`config.mk`:
```
export PLATFORM = sky130hd
export DESIGN_NAME = wav_header_parser_core_flat
export DESIGN_NICKNAME = d
export VERILOG_FILES = /design/src/rtl/core/wavhdr_pkg.sv /design/src/rtl/core/wavhdr_if.sv /design/src/rtl/core/wav_header_parser_core.sv /design/src/rtl/core/wavhdr_front.sv /design/src/rtl/core/wavhdr_back.sv /design/src/flat_wrapper.sv
export SDC_FILE = /design/constraint.sdc
export NUM_CORES = 1
export LEC_CHECK = 0
export ABC_AREA = 1
export BUFFER_PORTS_ARGS = -buffer_cell sky130_fd_sc_hd__buf_2
export CAP_MARGIN = 20
export CORE_MARGIN = 2
export CORE_UTILIZATION = 49
export CTS_BUF_LIST = sky130_fd_sc_hd__clkbuf_16
export DETAILED_ROUTE_END_ITERATION = 10
export GPL_TIMING_DRIVEN = 0
export MAX_ROUTING_LAYER = met4
export PLACE_DENSITY = 0.67
export SETUP_SLACK_MARGIN = 0.15
export SLEW_MARGIN = 20
export SYNTH_ARGS = -nofsm -noshare
export SYNTH_HDL_FRONTEND = slang
export SYNTH_HIERARCHICAL = 1
export SYNTH_SLANG_ARGS = --single-unit
```
`constraint.sdc`:
```
create_clock -name clk -period 8.6 [get_ports clk]
set_input_delay 0.86 -clock clk [delete_from_list [all_inputs] [get_ports clk]]
set_output_delay 0.86 -clock clk [all_outputs]
set_load 0.05 [all_outputs]
```
`src/rtl/core/wavhdr_pkg.sv`:
```
// shared constants and types for the wav header parser
`default_nettype none

package wavhdr_pkg;

  // chunk and form tags, little-endian as assembled from the byte stream
  localparam logic [31:0] TAG_FMT  = 32'h2074_6D66;
  localparam logic [31:0] TAG_DATA = 32'h6174_6164;
  localparam logic [31:0] TAG_RIFF = 32'h4646_4952;
  localparam logic [31:0] TAG_WAVE = 32'h4556_4157;

  localparam logic [15:0] PCM_TAG    = 16'd1;
  localparam logic [15:0] EIGHT_BITS = 16'd8;
  localparam logic [15:0] MONO       = 16'd1;
  localparam logic [31:0] FMT_BYTES  = 32'd16;

  // result status codes
  localparam logic [2:0] ST_OK         = 3'd0;
  localparam logic [2:0] ST_NOT_RIFF   = 3'd1;
  localparam logic [2:0] ST_NOT_PCM    = 3'd2;
  localparam logic [2:0] ST_DATA_FIRST = 3'd3;
  localparam logic [2:0] ST_NO_DATA    = 3'd4;
  localparam logic [2:0] ST_TRUNCATED  = 3'd5;

  // sample format codes
  localparam logic [1:0] SF_MONO8    = 2'd0;
  localparam logic [1:0] SF_MONO16   = 2'd1;
  localparam logic [1:0] SF_STEREO8  = 2'd2;
  localparam logic [1:0] SF_STEREO16 = 2'd3;

  // default depth of the byte queue between front and back
  localparam int QUEUE_DEPTH = 2;

  // one queued item
  typedef struct packed {
    logic [7:0] data_byte;
    logic       last_byte;
  } q_item_t;

  // queue head as seen by the back end
  typedef struct packed {
    logic    valid;
    q_item_t item;
  } q_head_t;

endpackage

`default_nettype wire

```
`src/rtl/core/wavhdr_if.sv`:
```
// handshake channels for file bytes in and parse results out
`default_nettype none

interface wavhdr_in_if;
  logic       valid;
  logic       ready;
  logic [7:0] data_byte;
  logic       last_byte;

  modport source (output valid, output data_byte, output last_byte, input ready);
  modport sink (input valid, input data_byte, input last_byte, output ready);
endinterface

interface wavhdr_out_if;
  logic        valid;
  logic        ready;
  logic [2:0]  status;
  logic [1:0]  sample_format;
  logic [15:0] channel_count;
  logic [15:0] sample_bits;
  logic [31:0] sample_rate;
  logic [31:0] payload_size;

  modport source (output valid, output status, output sample_format,
                  output channel_count, output sample_bits, output sample_rate,
                  output payload_size, input ready);
  modport sink (input valid, input status, input sample_format,
                input channel_count, input sample_bits, input sample_rate,
                input payload_size, output ready);
endinterface

`default_nettype wire

```
`src/rtl/core/wav_header_parser_core.sv`:
```
// wav header parser: one byte per cycle, at most one result per file
// throughput: one file byte per cycle while the result slot is empty or draining
// the deciding byte passes through the byte queue before the result is registered in the result slot
// the back end holds while the result slot is full; the byte queue absorbs it
// reset: empties the queue and the result slot, parser waits for a riff tag
`default_nettype none

module wav_header_parser_core #(
  parameter int QUEUE_DEPTH = wavhdr_pkg::QUEUE_DEPTH
) (
  input wire logic     clk,
  input wire logic     rst,
  wavhdr_in_if.sink    in_ch,
  wavhdr_out_if.source out_ch
);

  wavhdr_pkg::q_head_t head;
  logic                pop;

  // byte intake and queue
  wavhdr_front #(
    .DEPTH (QUEUE_DEPTH)
  ) u_front (
    .clk   (clk),
    .rst   (rst),
    .in_ch (in_ch),
    .head  (head),
    .pop   (pop)
  );

  // chunk walker and result slot
  wavhdr_back u_back (
    .clk    (clk),
    .rst    (rst),
    .head   (head),
    .pop    (pop),
    .out_ch (out_ch)
  );

endmodule

`default_nettype wire

```
`src/rtl/core/wavhdr_front.sv`:
```
// front end: accepts file bytes and queues them for the parser
`default_nettype none

module wavhdr_front #(
  parameter int DEPTH = wavhdr_pkg::QUEUE_DEPTH
) (
  input  wire logic          clk,
  input  wire logic          rst,
  wavhdr_in_if.sink          in_ch,
  output wavhdr_pkg::q_head_t head,
  input  wire logic          pop
);

  localparam int PW = (DEPTH > 1) ? $clog2(DEPTH) : 1;
  localparam int CW = $clog2(DEPTH + 1);
  localparam logic [PW-1:0] LAST_PTR = PW'(DEPTH - 1);
  localparam logic [CW-1:0] FULL    = CW'(DEPTH);

  wavhdr_pkg::q_item_t slots [DEPTH];
  logic [PW-1:0] wr_ptr;
  logic [PW-1:0] rd_ptr;
  logic [CW-1:0] count;
  logic          push;
  logic          take;

  assign in_ch.ready = (count != FULL);
  assign push = in_ch.valid && in_ch.ready;
  assign take = pop && (count != '0);

  assign head.valid = (count != '0);
  assign head.item  = slots[rd_ptr];

  // queue storage
  always_ff @(posedge clk) begin
    if (push) begin
      slots[wr_ptr].data_byte <= in_ch.data_byte;
      slots[wr_ptr].last_byte <= in_ch.last_byte;
    end
  end

  // pointers and fill count
  always_ff @(posedge clk) begin
    if (rst) begin
      wr_ptr <= '0;
      rd_ptr <= '0;
      count  <= '0;
    end else begin
      if (push) begin
        wr_ptr <= (wr_ptr == LAST_PTR) ? '0 : wr_ptr + 1'b1;
      end
      if (take) begin
        rd_ptr <= (rd_ptr == LAST_PTR) ? '0 : rd_ptr + 1'b1;
      end
      if (push && !take) begin
        count <= count + 1'b1;
      end else if (take && !push) begin
        count <= count - 1'b1;
      end
    end
  end

endmodule

`default_nettype wire

```
`src/rtl/core/wavhdr_back.sv`:
```
// back end: riff/wave chunk walker with a registered result slot
`default_nettype none

module wavhdr_back (
  input  wire logic                clk,
  input  wire logic                rst,
  input  wire wavhdr_pkg::q_head_t head,
  output logic                     pop,
  wavhdr_out_if.source             out_ch
);

  // parse phases
  localparam logic [2:0] PH_RIFF = 3'd0;
  localparam logic [2:0] PH_SIZE = 3'd1;
  localparam logic [2:0] PH_WAVE = 3'd2;
  localparam logic [2:0] PH_CTAG = 3'd3;
  localparam logic [2:0] PH_CLEN = 3'd4;
  localparam logic [2:0] PH_FMT  = 3'd5;
  localparam logic [2:0] PH_SKIP = 3'd6;
  localparam logic [2:0] PH_DONE = 3'd7;

  logic [2:0]  phase, phase_next;
  logic [3:0]  pos, pos_next;
  logic        seen, seen_next;
  logic [31:0] word, word_next;
  logic [31:0] tag, tag_next;
  logic [31:0] len, len_next;
  logic [15:0] ftag, ftag_next;
  logic [15:0] chans, chans_next;
  logic [31:0] rate, rate_next;
  logic [15:0] bits, bits_next;

  logic        fire;
  logic        res_ok;
  logic [2:0]  res_status;
  logic [31:0] len_dec;
  logic [31:0] asm_word;
  logic [7:0]  b;

  // item is taken when the result slot is free or being drained
  assign pop = head.valid && (!out_ch.valid || out_ch.ready);
  assign b   = head.item.data_byte;
  assign asm_word = {b, word[31:8]};
  assign len_dec  = len - 32'd1;

  // one byte step of the chunk walker
  always_comb begin
    phase_next = phase;
    pos_next   = pos;
    seen_next  = seen;
    word_next  = word;
    tag_next   = tag;
    len_next   = len;
    ftag_next  = ftag;
    chans_next = chans;
    rate_next  = rate;
    bits_next  = bits;
    fire       = 1'b0;
    res_ok     = 1'b0;
    res_status = wavhdr_pkg::ST_OK;

    if (phase == PH_SKIP) begin
      len_next = len_dec;
      if (len_dec == '0) begin
        phase_next = PH_CTAG;
        pos_next   = '0;
      end
    end else if (phase != PH_DONE) begin
      word_next = asm_word;
      pos_next  = pos + 4'd1;
      unique case (phase)
        PH_RIFF: begin
          if (pos == 4'd3) begin
            tag_next   = asm_word;
            phase_next = PH_SIZE;
            pos_next   = '0;
          end
        end
        PH_SIZE: begin
          if (pos == 4'd3) begin
            phase_next = PH_WAVE;
            pos_next   = '0;
          end
        end
        PH_WAVE: begin
          if (pos == 4'd3) begin
            pos_next = '0;
            if (tag != wavhdr_pkg::TAG_RIFF || asm_word != wavhdr_pkg::TAG_WAVE) begin
              fire       = 1'b1;
              res_status = wavhdr_pkg::ST_NOT_RIFF;
              phase_next = PH_DONE;
            end else begin
              phase_next = PH_CTAG;
            end
          end
        end
        PH_CTAG: begin
          if (pos == 4'd3) begin
            tag_next   = asm_word;
            phase_next = PH_CLEN;
            pos_next   = '0;
          end
        end
        PH_CLEN: begin
          if (pos == 4'd3) begin
            len_next = asm_word;
            pos_next = '0;
            if (tag == wavhdr_pkg::TAG_FMT) begin
              phase_next = PH_FMT;
            end else if (tag == wavhdr_pkg::TAG_DATA) begin
              fire       = 1'b1;
              res_ok     = seen;
              res_status = seen ? wavhdr_pkg::ST_OK : wavhdr_pkg::ST_DATA_FIRST;
              phase_next = PH_DONE;
            end else if (asm_word == '0) begin
              phase_next = PH_CTAG;
            end else begin
              phase_next = PH_SKIP;
            end
          end
        end
        PH_FMT: begin
          if (pos == 4'd1) begin
            ftag_next = asm_word[31:16];
          end else if (pos == 4'd3) begin
            chans_next = asm_word[31:16];
          end else if (pos == 4'd7) begin
            rate_next = asm_word;
          end else if (pos == 4'd15) begin
            bits_next = asm_word[31:16];
            seen_next = 1'b1;
            pos_next  = '0;
            if (ftag != wavhdr_pkg::PCM_TAG) begin
              fire       = 1'b1;
              res_status = wavhdr_pkg::ST_NOT_PCM;
              phase_next = PH_DONE;
            end else if (len > wavhdr_pkg::FMT_BYTES) begin
              len_next   = len - wavhdr_pkg::FMT_BYTES;
              phase_next = PH_SKIP;
            end else begin
              phase_next = PH_CTAG;
            end
          end
        end
        default: begin
          phase_next = PH_DONE;
          pos_next   = '0;
        end
      endcase
    end

    // end of file: error if nothing given yet, then rearm
    if (head.item.last_byte) begin
      if (!fire && phase_next != PH_DONE) begin
        fire       = 1'b1;
        res_status = (phase_next == PH_SKIP || (phase_next == PH_CTAG && pos_next == '0))
                     ? wavhdr_pkg::ST_NO_DATA : wavhdr_pkg::ST_TRUNCATED;
      end
      phase_next = PH_RIFF;
      pos_next   = '0;
      seen_next  = 1'b0;
    end
  end

  // parser control state
  always_ff @(posedge clk) begin
    if (rst) begin
      phase <= PH_RIFF;
      pos   <= '0;
      seen  <= 1'b0;
    end else if (pop) begin
      phase <= phase_next;
      pos   <= pos_next;
      seen  <= seen_next;
    end
  end

  // parser data registers
  always_ff @(posedge clk) begin
    if (pop) begin
      word  <= word_next;
      tag   <= tag_next;
      len   <= len_next;
      ftag  <= ftag_next;
      chans <= chans_next;
      rate  <= rate_next;
      bits  <= bits_next;
    end
  end

  // result slot valid
  always_ff @(posedge clk) begin
    if (rst) begin
      out_ch.valid <= 1'b0;
    end else if (pop && fire) begin
      out_ch.valid <= 1'b1;
    end else if (out_ch.ready) begin
      out_ch.valid <= 1'b0;
    end
  end

  // result slot payload
  always_ff @(posedge clk) begin
    if (pop && fire) begin
      out_ch.status <= res_status;
      if (res_ok) begin
        if (chans == wavhdr_pkg::MONO) begin
          out_ch.sample_format <= (bits == wavhdr_pkg::EIGHT_BITS)
                                  ? wavhdr_pkg::SF_MONO8 : wavhdr_pkg::SF_MONO16;
        end else begin
          out_ch.sample_format <= (bits == wavhdr_pkg::EIGHT_BITS)
                                  ? wavhdr_pkg::SF_STEREO8 : wavhdr_pkg::SF_STEREO16;
        end
        out_ch.channel_count <= chans;
        out_ch.sample_bits   <= bits;
        out_ch.sample_rate   <= rate;
        out_ch.payload_size  <= len_next;
      end else begin
        out_ch.sample_format <= wavhdr_pkg::SF_MONO8;
        out_ch.channel_count <= '0;
        out_ch.sample_bits   <= '0;
        out_ch.sample_rate   <= '0;
        out_ch.payload_size  <= '0;
      end
    end
  end

endmodule

`default_nettype wire

```
`src/flat_wrapper.sv`:
```
// flat-port wrapper written by rule: the top's interface ports become plain ports
module wav_header_parser_core_flat 
#(
  parameter int QUEUE_DEPTH = wavhdr_pkg::QUEUE_DEPTH
)
  (clk, rst, in_ch_valid, in_ch_data_byte, in_ch_last_byte, in_ch_ready, out_ch_valid, out_ch_status, out_ch_sample_format, out_ch_channel_count, out_ch_sample_bits, out_ch_sample_rate, out_ch_payload_size, out_ch_ready);
  wavhdr_in_if in_ch_i ();
  wavhdr_out_if out_ch_i ();
  input wire logic clk;
  input wire logic rst;
  input wire logic [$bits(in_ch_i.valid)-1:0] in_ch_valid;
  input wire logic [$bits(in_ch_i.data_byte)-1:0] in_ch_data_byte;
  input wire logic [$bits(in_ch_i.last_byte)-1:0] in_ch_last_byte;
  output wire logic [$bits(in_ch_i.ready)-1:0] in_ch_ready;
  output wire logic [$bits(out_ch_i.valid)-1:0] out_ch_valid;
  output wire logic [$bits(out_ch_i.status)-1:0] out_ch_status;
  output wire logic [$bits(out_ch_i.sample_format)-1:0] out_ch_sample_format;
  output wire logic [$bits(out_ch_i.channel_count)-1:0] out_ch_channel_count;
  output wire logic [$bits(out_ch_i.sample_bits)-1:0] out_ch_sample_bits;
  output wire logic [$bits(out_ch_i.sample_rate)-1:0] out_ch_sample_rate;
  output wire logic [$bits(out_ch_i.payload_size)-1:0] out_ch_payload_size;
  input wire logic [$bits(out_ch_i.ready)-1:0] out_ch_ready;
  assign in_ch_i.valid = in_ch_valid;
  assign in_ch_i.data_byte = in_ch_data_byte;
  assign in_ch_i.last_byte = in_ch_last_byte;
  assign in_ch_ready = in_ch_i.ready;
  assign out_ch_valid = out_ch_i.valid;
  assign out_ch_status = out_ch_i.status;
  assign out_ch_sample_format = out_ch_i.sample_format;
  assign out_ch_channel_count = out_ch_i.channel_count;
  assign out_ch_sample_bits = out_ch_i.sample_bits;
  assign out_ch_sample_rate = out_ch_i.sample_rate;
  assign out_ch_payload_size = out_ch_i.payload_size;
  assign out_ch_i.ready = out_ch_ready;
  wav_header_parser_core #(.QUEUE_DEPTH(QUEUE_DEPTH)) u_core (.clk(clk), .rst(rst), .in_ch(in_ch_i), .out_ch(out_ch_i));
endmodule
```
==> flow_results.org <==
** Clock tree
- The tree is rooted in a sky130_fd_sc_hd__clkbuf_16.
- In this run, post-CTS hold repair placed 0 buffers.
- After clock tree synthesis, the clock-pin slew on the worst setup and hold paths is 0.06 ns.
- TritonCTS clock tree :: yes
- Number of buffers created by CTS :: 30
- Max Root-Sink Buffers :: 3
- H-tree levels :: 1
- Insertion delay to the later sink of the worst-skew pair :: 0.56 ns
- After clock tree synthesis, the repair step resized 0 gates.
- Post-CTS Setup Bufs :: 0
- Clk sinks :: 301

** Global route
- Via count of the first global-routing pass :: 10.4k
- For met1 alone, demand over resource in global routing was 36.6%.
- Remaining global-route overflow :: 0
- Global router's overall resource usage :: 27.8%
- Global routing usage on met2 :: 44.5%
- The first global-routing pass estimated 61100 um of wire.
- Gr busiest metal :: met2
- Global routing used 3.61% of the available met3 tracks.
- Initial antenna violation count :: 0
- Largest net degree at the start of global routing :: 82

** Die
- The initial utilization of the core area, before any placement, comes to 49.6%.
- In this run the count of I/O pins placed on the die edge is 116.
- After floorplanning, the core was sized to cover 0.0285 mm^2.
- In this run the core area contains 62 standard-cell rows.
- The floorplan step set the die height to 174 um.
- Die width :: 174 um
- Full die area :: 0.0303 mm^2

** Timing
- Final Setup Violations :: 0
- Across the routed clock network, the largest skew measured is 0.00967 ns.
- The worst path uses 43.3% of the clock period.
- Number of pins exceeding their max-slew limit in the final report :: 0
- Number of hold violations in the final report :: 0
- At the pin with the least slew margin, the transition time is 0.887 ns.
- Adding up every negative setup slack in the final design gives 0 ns.
- Setup repair after global routing missed its margin :: no
- Static timing analysis puts the maximum clock frequency at 268 MHz.
- Headroom to the max-slew limit :: 40.9%
- The worst path in the final design needs a cycle of 3.72 ns, including I/O delays and setup.

** Setup path
- Family with the most delay on the worst path :: simple AND/OR/NAND/NOR gates
- Together, buffers and inverters on the worst path number 2.
- Required time at the endpoint of the critical path :: 8.91 ns
- In this run the worst path has a maximum fanout of 8.
- Critical Path Slowest Stage Cell :: sky130_fd_sc_hd__edfxtp_1
- Cell repeated most along the worst path :: sky130_fd_sc_hd__nand2_1
- Walking the worst path, the cells encountered are inv_2, ha_1, inv_1, nor2_2, nand2_1, nand2_1, nand2_1, nor2_1, nand2_1, nor3_1, nand3_1, nand3_1, nand2_1, nor2_1, nand3_1, nand2_1, nand2_1.
- On the worst path, the slowest cell contributes a delay of 0.58 ns.
- Capturing element type of the critical path :: register
- By startpoint and endpoint, the worst setup path is classified as register to register.
- STA classifies the critical path startpoint as a register.
- Arrival time at the worst endpoint :: 4.03 ns

** Power
- Combinational cells account for 23.5% of the total power.
- Part of the total power dissipated in sequential elements :: 46.7%
- Static power due to leakage :: 6.39 nW
- Power spread over the standard cell area amounts to 289 mW/mm^2.
- Summed over all nets, the switching power comes to 1.69 mW.
- Of the total power, the share spent switching nets is 35.5%.
- Cell internal pwr :: 3.07 mW
- Per report_power, the clock group accounts for 29.8% of the total.
- Worst supply voltage drop on vdd :: 0.180 mV

** Yosys
- Cell Area, Synth :: 0.0142 mm^2
- Cell accounting for the most synthesized area :: sky130_fd_sc_hd__edfxtp_1
- The most common cell in the synthesized netlist is sky130_fd_sc_hd__edfxtp_1.
- Nets in the synthesized netlist :: 1454
- After synthesis the netlist holds a flip-flop and latch count of 301.
- Proportion of synthesized chip area in sequential cells :: 62.9%
- By area the synthesized netlist is led by sky130_fd_sc_hd__edfxtp_1 61%, sky130_fd_sc_hd__nor2_1 6.5%, sky130_fd_sc_hd__nand2_1 6.3%.
- Top cell types by occurrence after synthesis :: 287 x sky130_fd_sc_hd__edfxtp_1, 244 x sky130_fd_sc_hd__nor2_1, 236 x sky130_fd_sc_hd__nand2_1, 232 x sky130_fd_sc_hd__inv_1, 72 x sky130_fd_sc_hd__nand3_1
- Synthesis produced a netlist whose cell count is 1433.
- Area share of the leading cell type in the synthesized netlist :: 60.9%
- Predominant post-synthesis flop cell :: sky130_fd_sc_hd__edfxtp_1
- Counting flops with a built-in enable in the synthesized netlist gives 287.
- Count of cell types in the netlist :: 46
- Async set or reset register ratio after synthesis :: 0%
- Number of warnings printed during yosys synthesis :: 6
- Average footprint of a synthesized cell :: 9.88 um^2

** Cells and area
- The repair_antennas step left the layout with diodes totalling 0.
- The area growth from synthesis to layout is 16.3%.
- Net count reported at finish :: 1613
- Fraction of final layout cells with drive strength greater than 1 :: 15.7%
- Area of all placed cells without fillers :: 0.0165 mm^2

** Placed design
- Area after detailed placement :: 0.0154 mm^2
- The count of buffers added on input and output ports is 115.
- RePlAce Congestion :: 0.981
- HPWL Detailed :: 30100 um

** Detailed routing
- Antenna viol nets, final :: 0
- Wires add up to 41000 um.
- Dividing the detail-routed via count by the number of cells gives 5.41.
- Router iterations before antenna repair :: 7
- In the routed design, unresolved DRC markers number 0.
- Wire per inst :: 20.5 um
- In this run, the number of DRC markers left after iteration 0 of detailed routing was 1026.
- Via total after detailed routing :: 10.8k

** Min path
- The worst hold path belongs to the class primary input to register.

** Outcome
- The run finished with clean final reports.

** Run
- Maximum Capacitance Violations :: 0
## sequential cells by signal (all words and copies together), names as in the netlist, 3 cells and up, named ones only
name and flops:
u_core/u_back/word 24, u_core/u_back/tag 32, u_core/u_back/pos 4, u_core/u_back/chans 16, u_core/u_back/len 32, u_core/u_back/ftag 16, u_core/u_front/slots 18, u_core/u_back/out_ch.payload_size 32
u_core/u_back/out_ch.sample_bits 16, u_core/u_back/out_ch.channel_count 16, u_core/u_back/out_ch.status 3, u_core/u_back/phase 3, u_core/u_back/rate 32, u_core/u_back/out_ch.sample_rate 32, u_core/u_back/bits 16
## power groups by stage
stage / clock (mW) / sequential [mW] / combinational, mW
after floorplan: 0 / 2.64 / 0.308
after global placement: 0 / 2.28 / 1.06
after detailed placement: 0 / 2.25 / 1.13
after CTS: 1.45 / 2.22 / 1.13
after global routing: 1.50 / 2.25 / 1.18
final: 1.42 / 2.22 / 1.12
## cell usage in the layout, fill, tap and decap left out, drive strengths merged, types with 2 or more instances in the layout
cell      count
o21ai        80
nand3        74
buf         138
edfxtp      287
o2111ai      17
o211ai        8
a211oi        2
a31oi         3
clkinvlp      4
a22oi        22
nor3         16
clkbuf       54
or2           4
ha            8
dfxtp        14
bufinv        7
nor2        260
xor2          3
a21oi        25
a41oi         2
mux2          9
nor4         24
o22ai         4
inv         246
nand2       248
nand4        36
clkinv       12
## kinds of logic after synthesis
logic type	share of synthesized area (%)
XOR/XNOR	0.186
AO/OA/AOI/OAI	7.18
multiplexers	0.787
adder cells (fa/ha/maj)	0.707
buffers and inverters	7.59
flip-flops	62.9
AND/OR/NAND/NOR	20.7
## per-stage QoR
stage               utilization (%)  std cells  worst slack, ns  total power [mW]  hold slack [ns]
floorplan                         -       1433             2.69              2.94            0.445
global placement               53.3       1932            0.818              3.34            0.478
detailed placement             53.9       1944             4.98              3.37            0.479
CTS                            57.7       2000             4.97              4.80            0.461
global route                   57.7       2000             4.69              4.93            0.474
finish                         57.7       2000             4.88              4.76            0.484
## cell type report
| type | instances | area [um^2] |
|---|---|---|
| Buffer | 35 | 161 |
| Multi-Input combinational cell | 854 | 4210 |
| Fill cell | 2544 | 12100 |
| Sequential cell | 301 | 8900 |
| Clock inverter | 26 | 340 |
| Inverter | 243 | 918 |
| Clock buffer | 30 | 751 |
| Tap cell | 384 | 480 |
| Timing Repair Buffer | 127 | 703 |
## routing by layer
layer	share of wire, %	vias up
met5	0	-
met4	3.8	0
met3	6.9	93
met2	47	434
met1	42	5119
li1	-	5173
## worst register-to-register path: stages, from the launching register on
cell                       delay, ns
sky130_fd_sc_hd__edfxtp_1       0.58
sky130_fd_sc_hd__inv_2          0.23
sky130_fd_sc_hd__ha_1           0.35
sky130_fd_sc_hd__inv_1          0.13
sky130_fd_sc_hd__nor2_2         0.35
sky130_fd_sc_hd__nand2_1        0.25
sky130_fd_sc_hd__nand2_1        0.16
sky130_fd_sc_hd__nand2_1        0.08
sky130_fd_sc_hd__nor2_1         0.10
sky130_fd_sc_hd__nand2_1        0.05
sky130_fd_sc_hd__nor3_1         0.43
sky130_fd_sc_hd__nand3_1        0.18
sky130_fd_sc_hd__nand3_1        0.10
sky130_fd_sc_hd__nand2_1        0.07
sky130_fd_sc_hd__nor2_1         0.16
sky130_fd_sc_hd__nand3_1        0.11
sky130_fd_sc_hd__nand2_1        0.08
sky130_fd_sc_hd__nand2_1        0.07
## path summary, 6_finish.rpt
path / start / end / slack [ns] / cells past startpoint
worst max-delay path: u_core/u_back/len[4] / u_core/u_back/out_ch.status[0] / 4.88 / 17
worst min-delay path: in_ch_data_byte[0] / u_core/u_front/slots[0][1] / 0.48 / 1
worst max register to register: u_core/u_back/len[4] / u_core/u_back/out_ch.status[0] / 4.88 / 17
worst min register to register: u_core/u_back/out_ch.valid / u_core/u_back/out_ch.valid / 0.49 / 2
(Power assumes the default switching activity.)
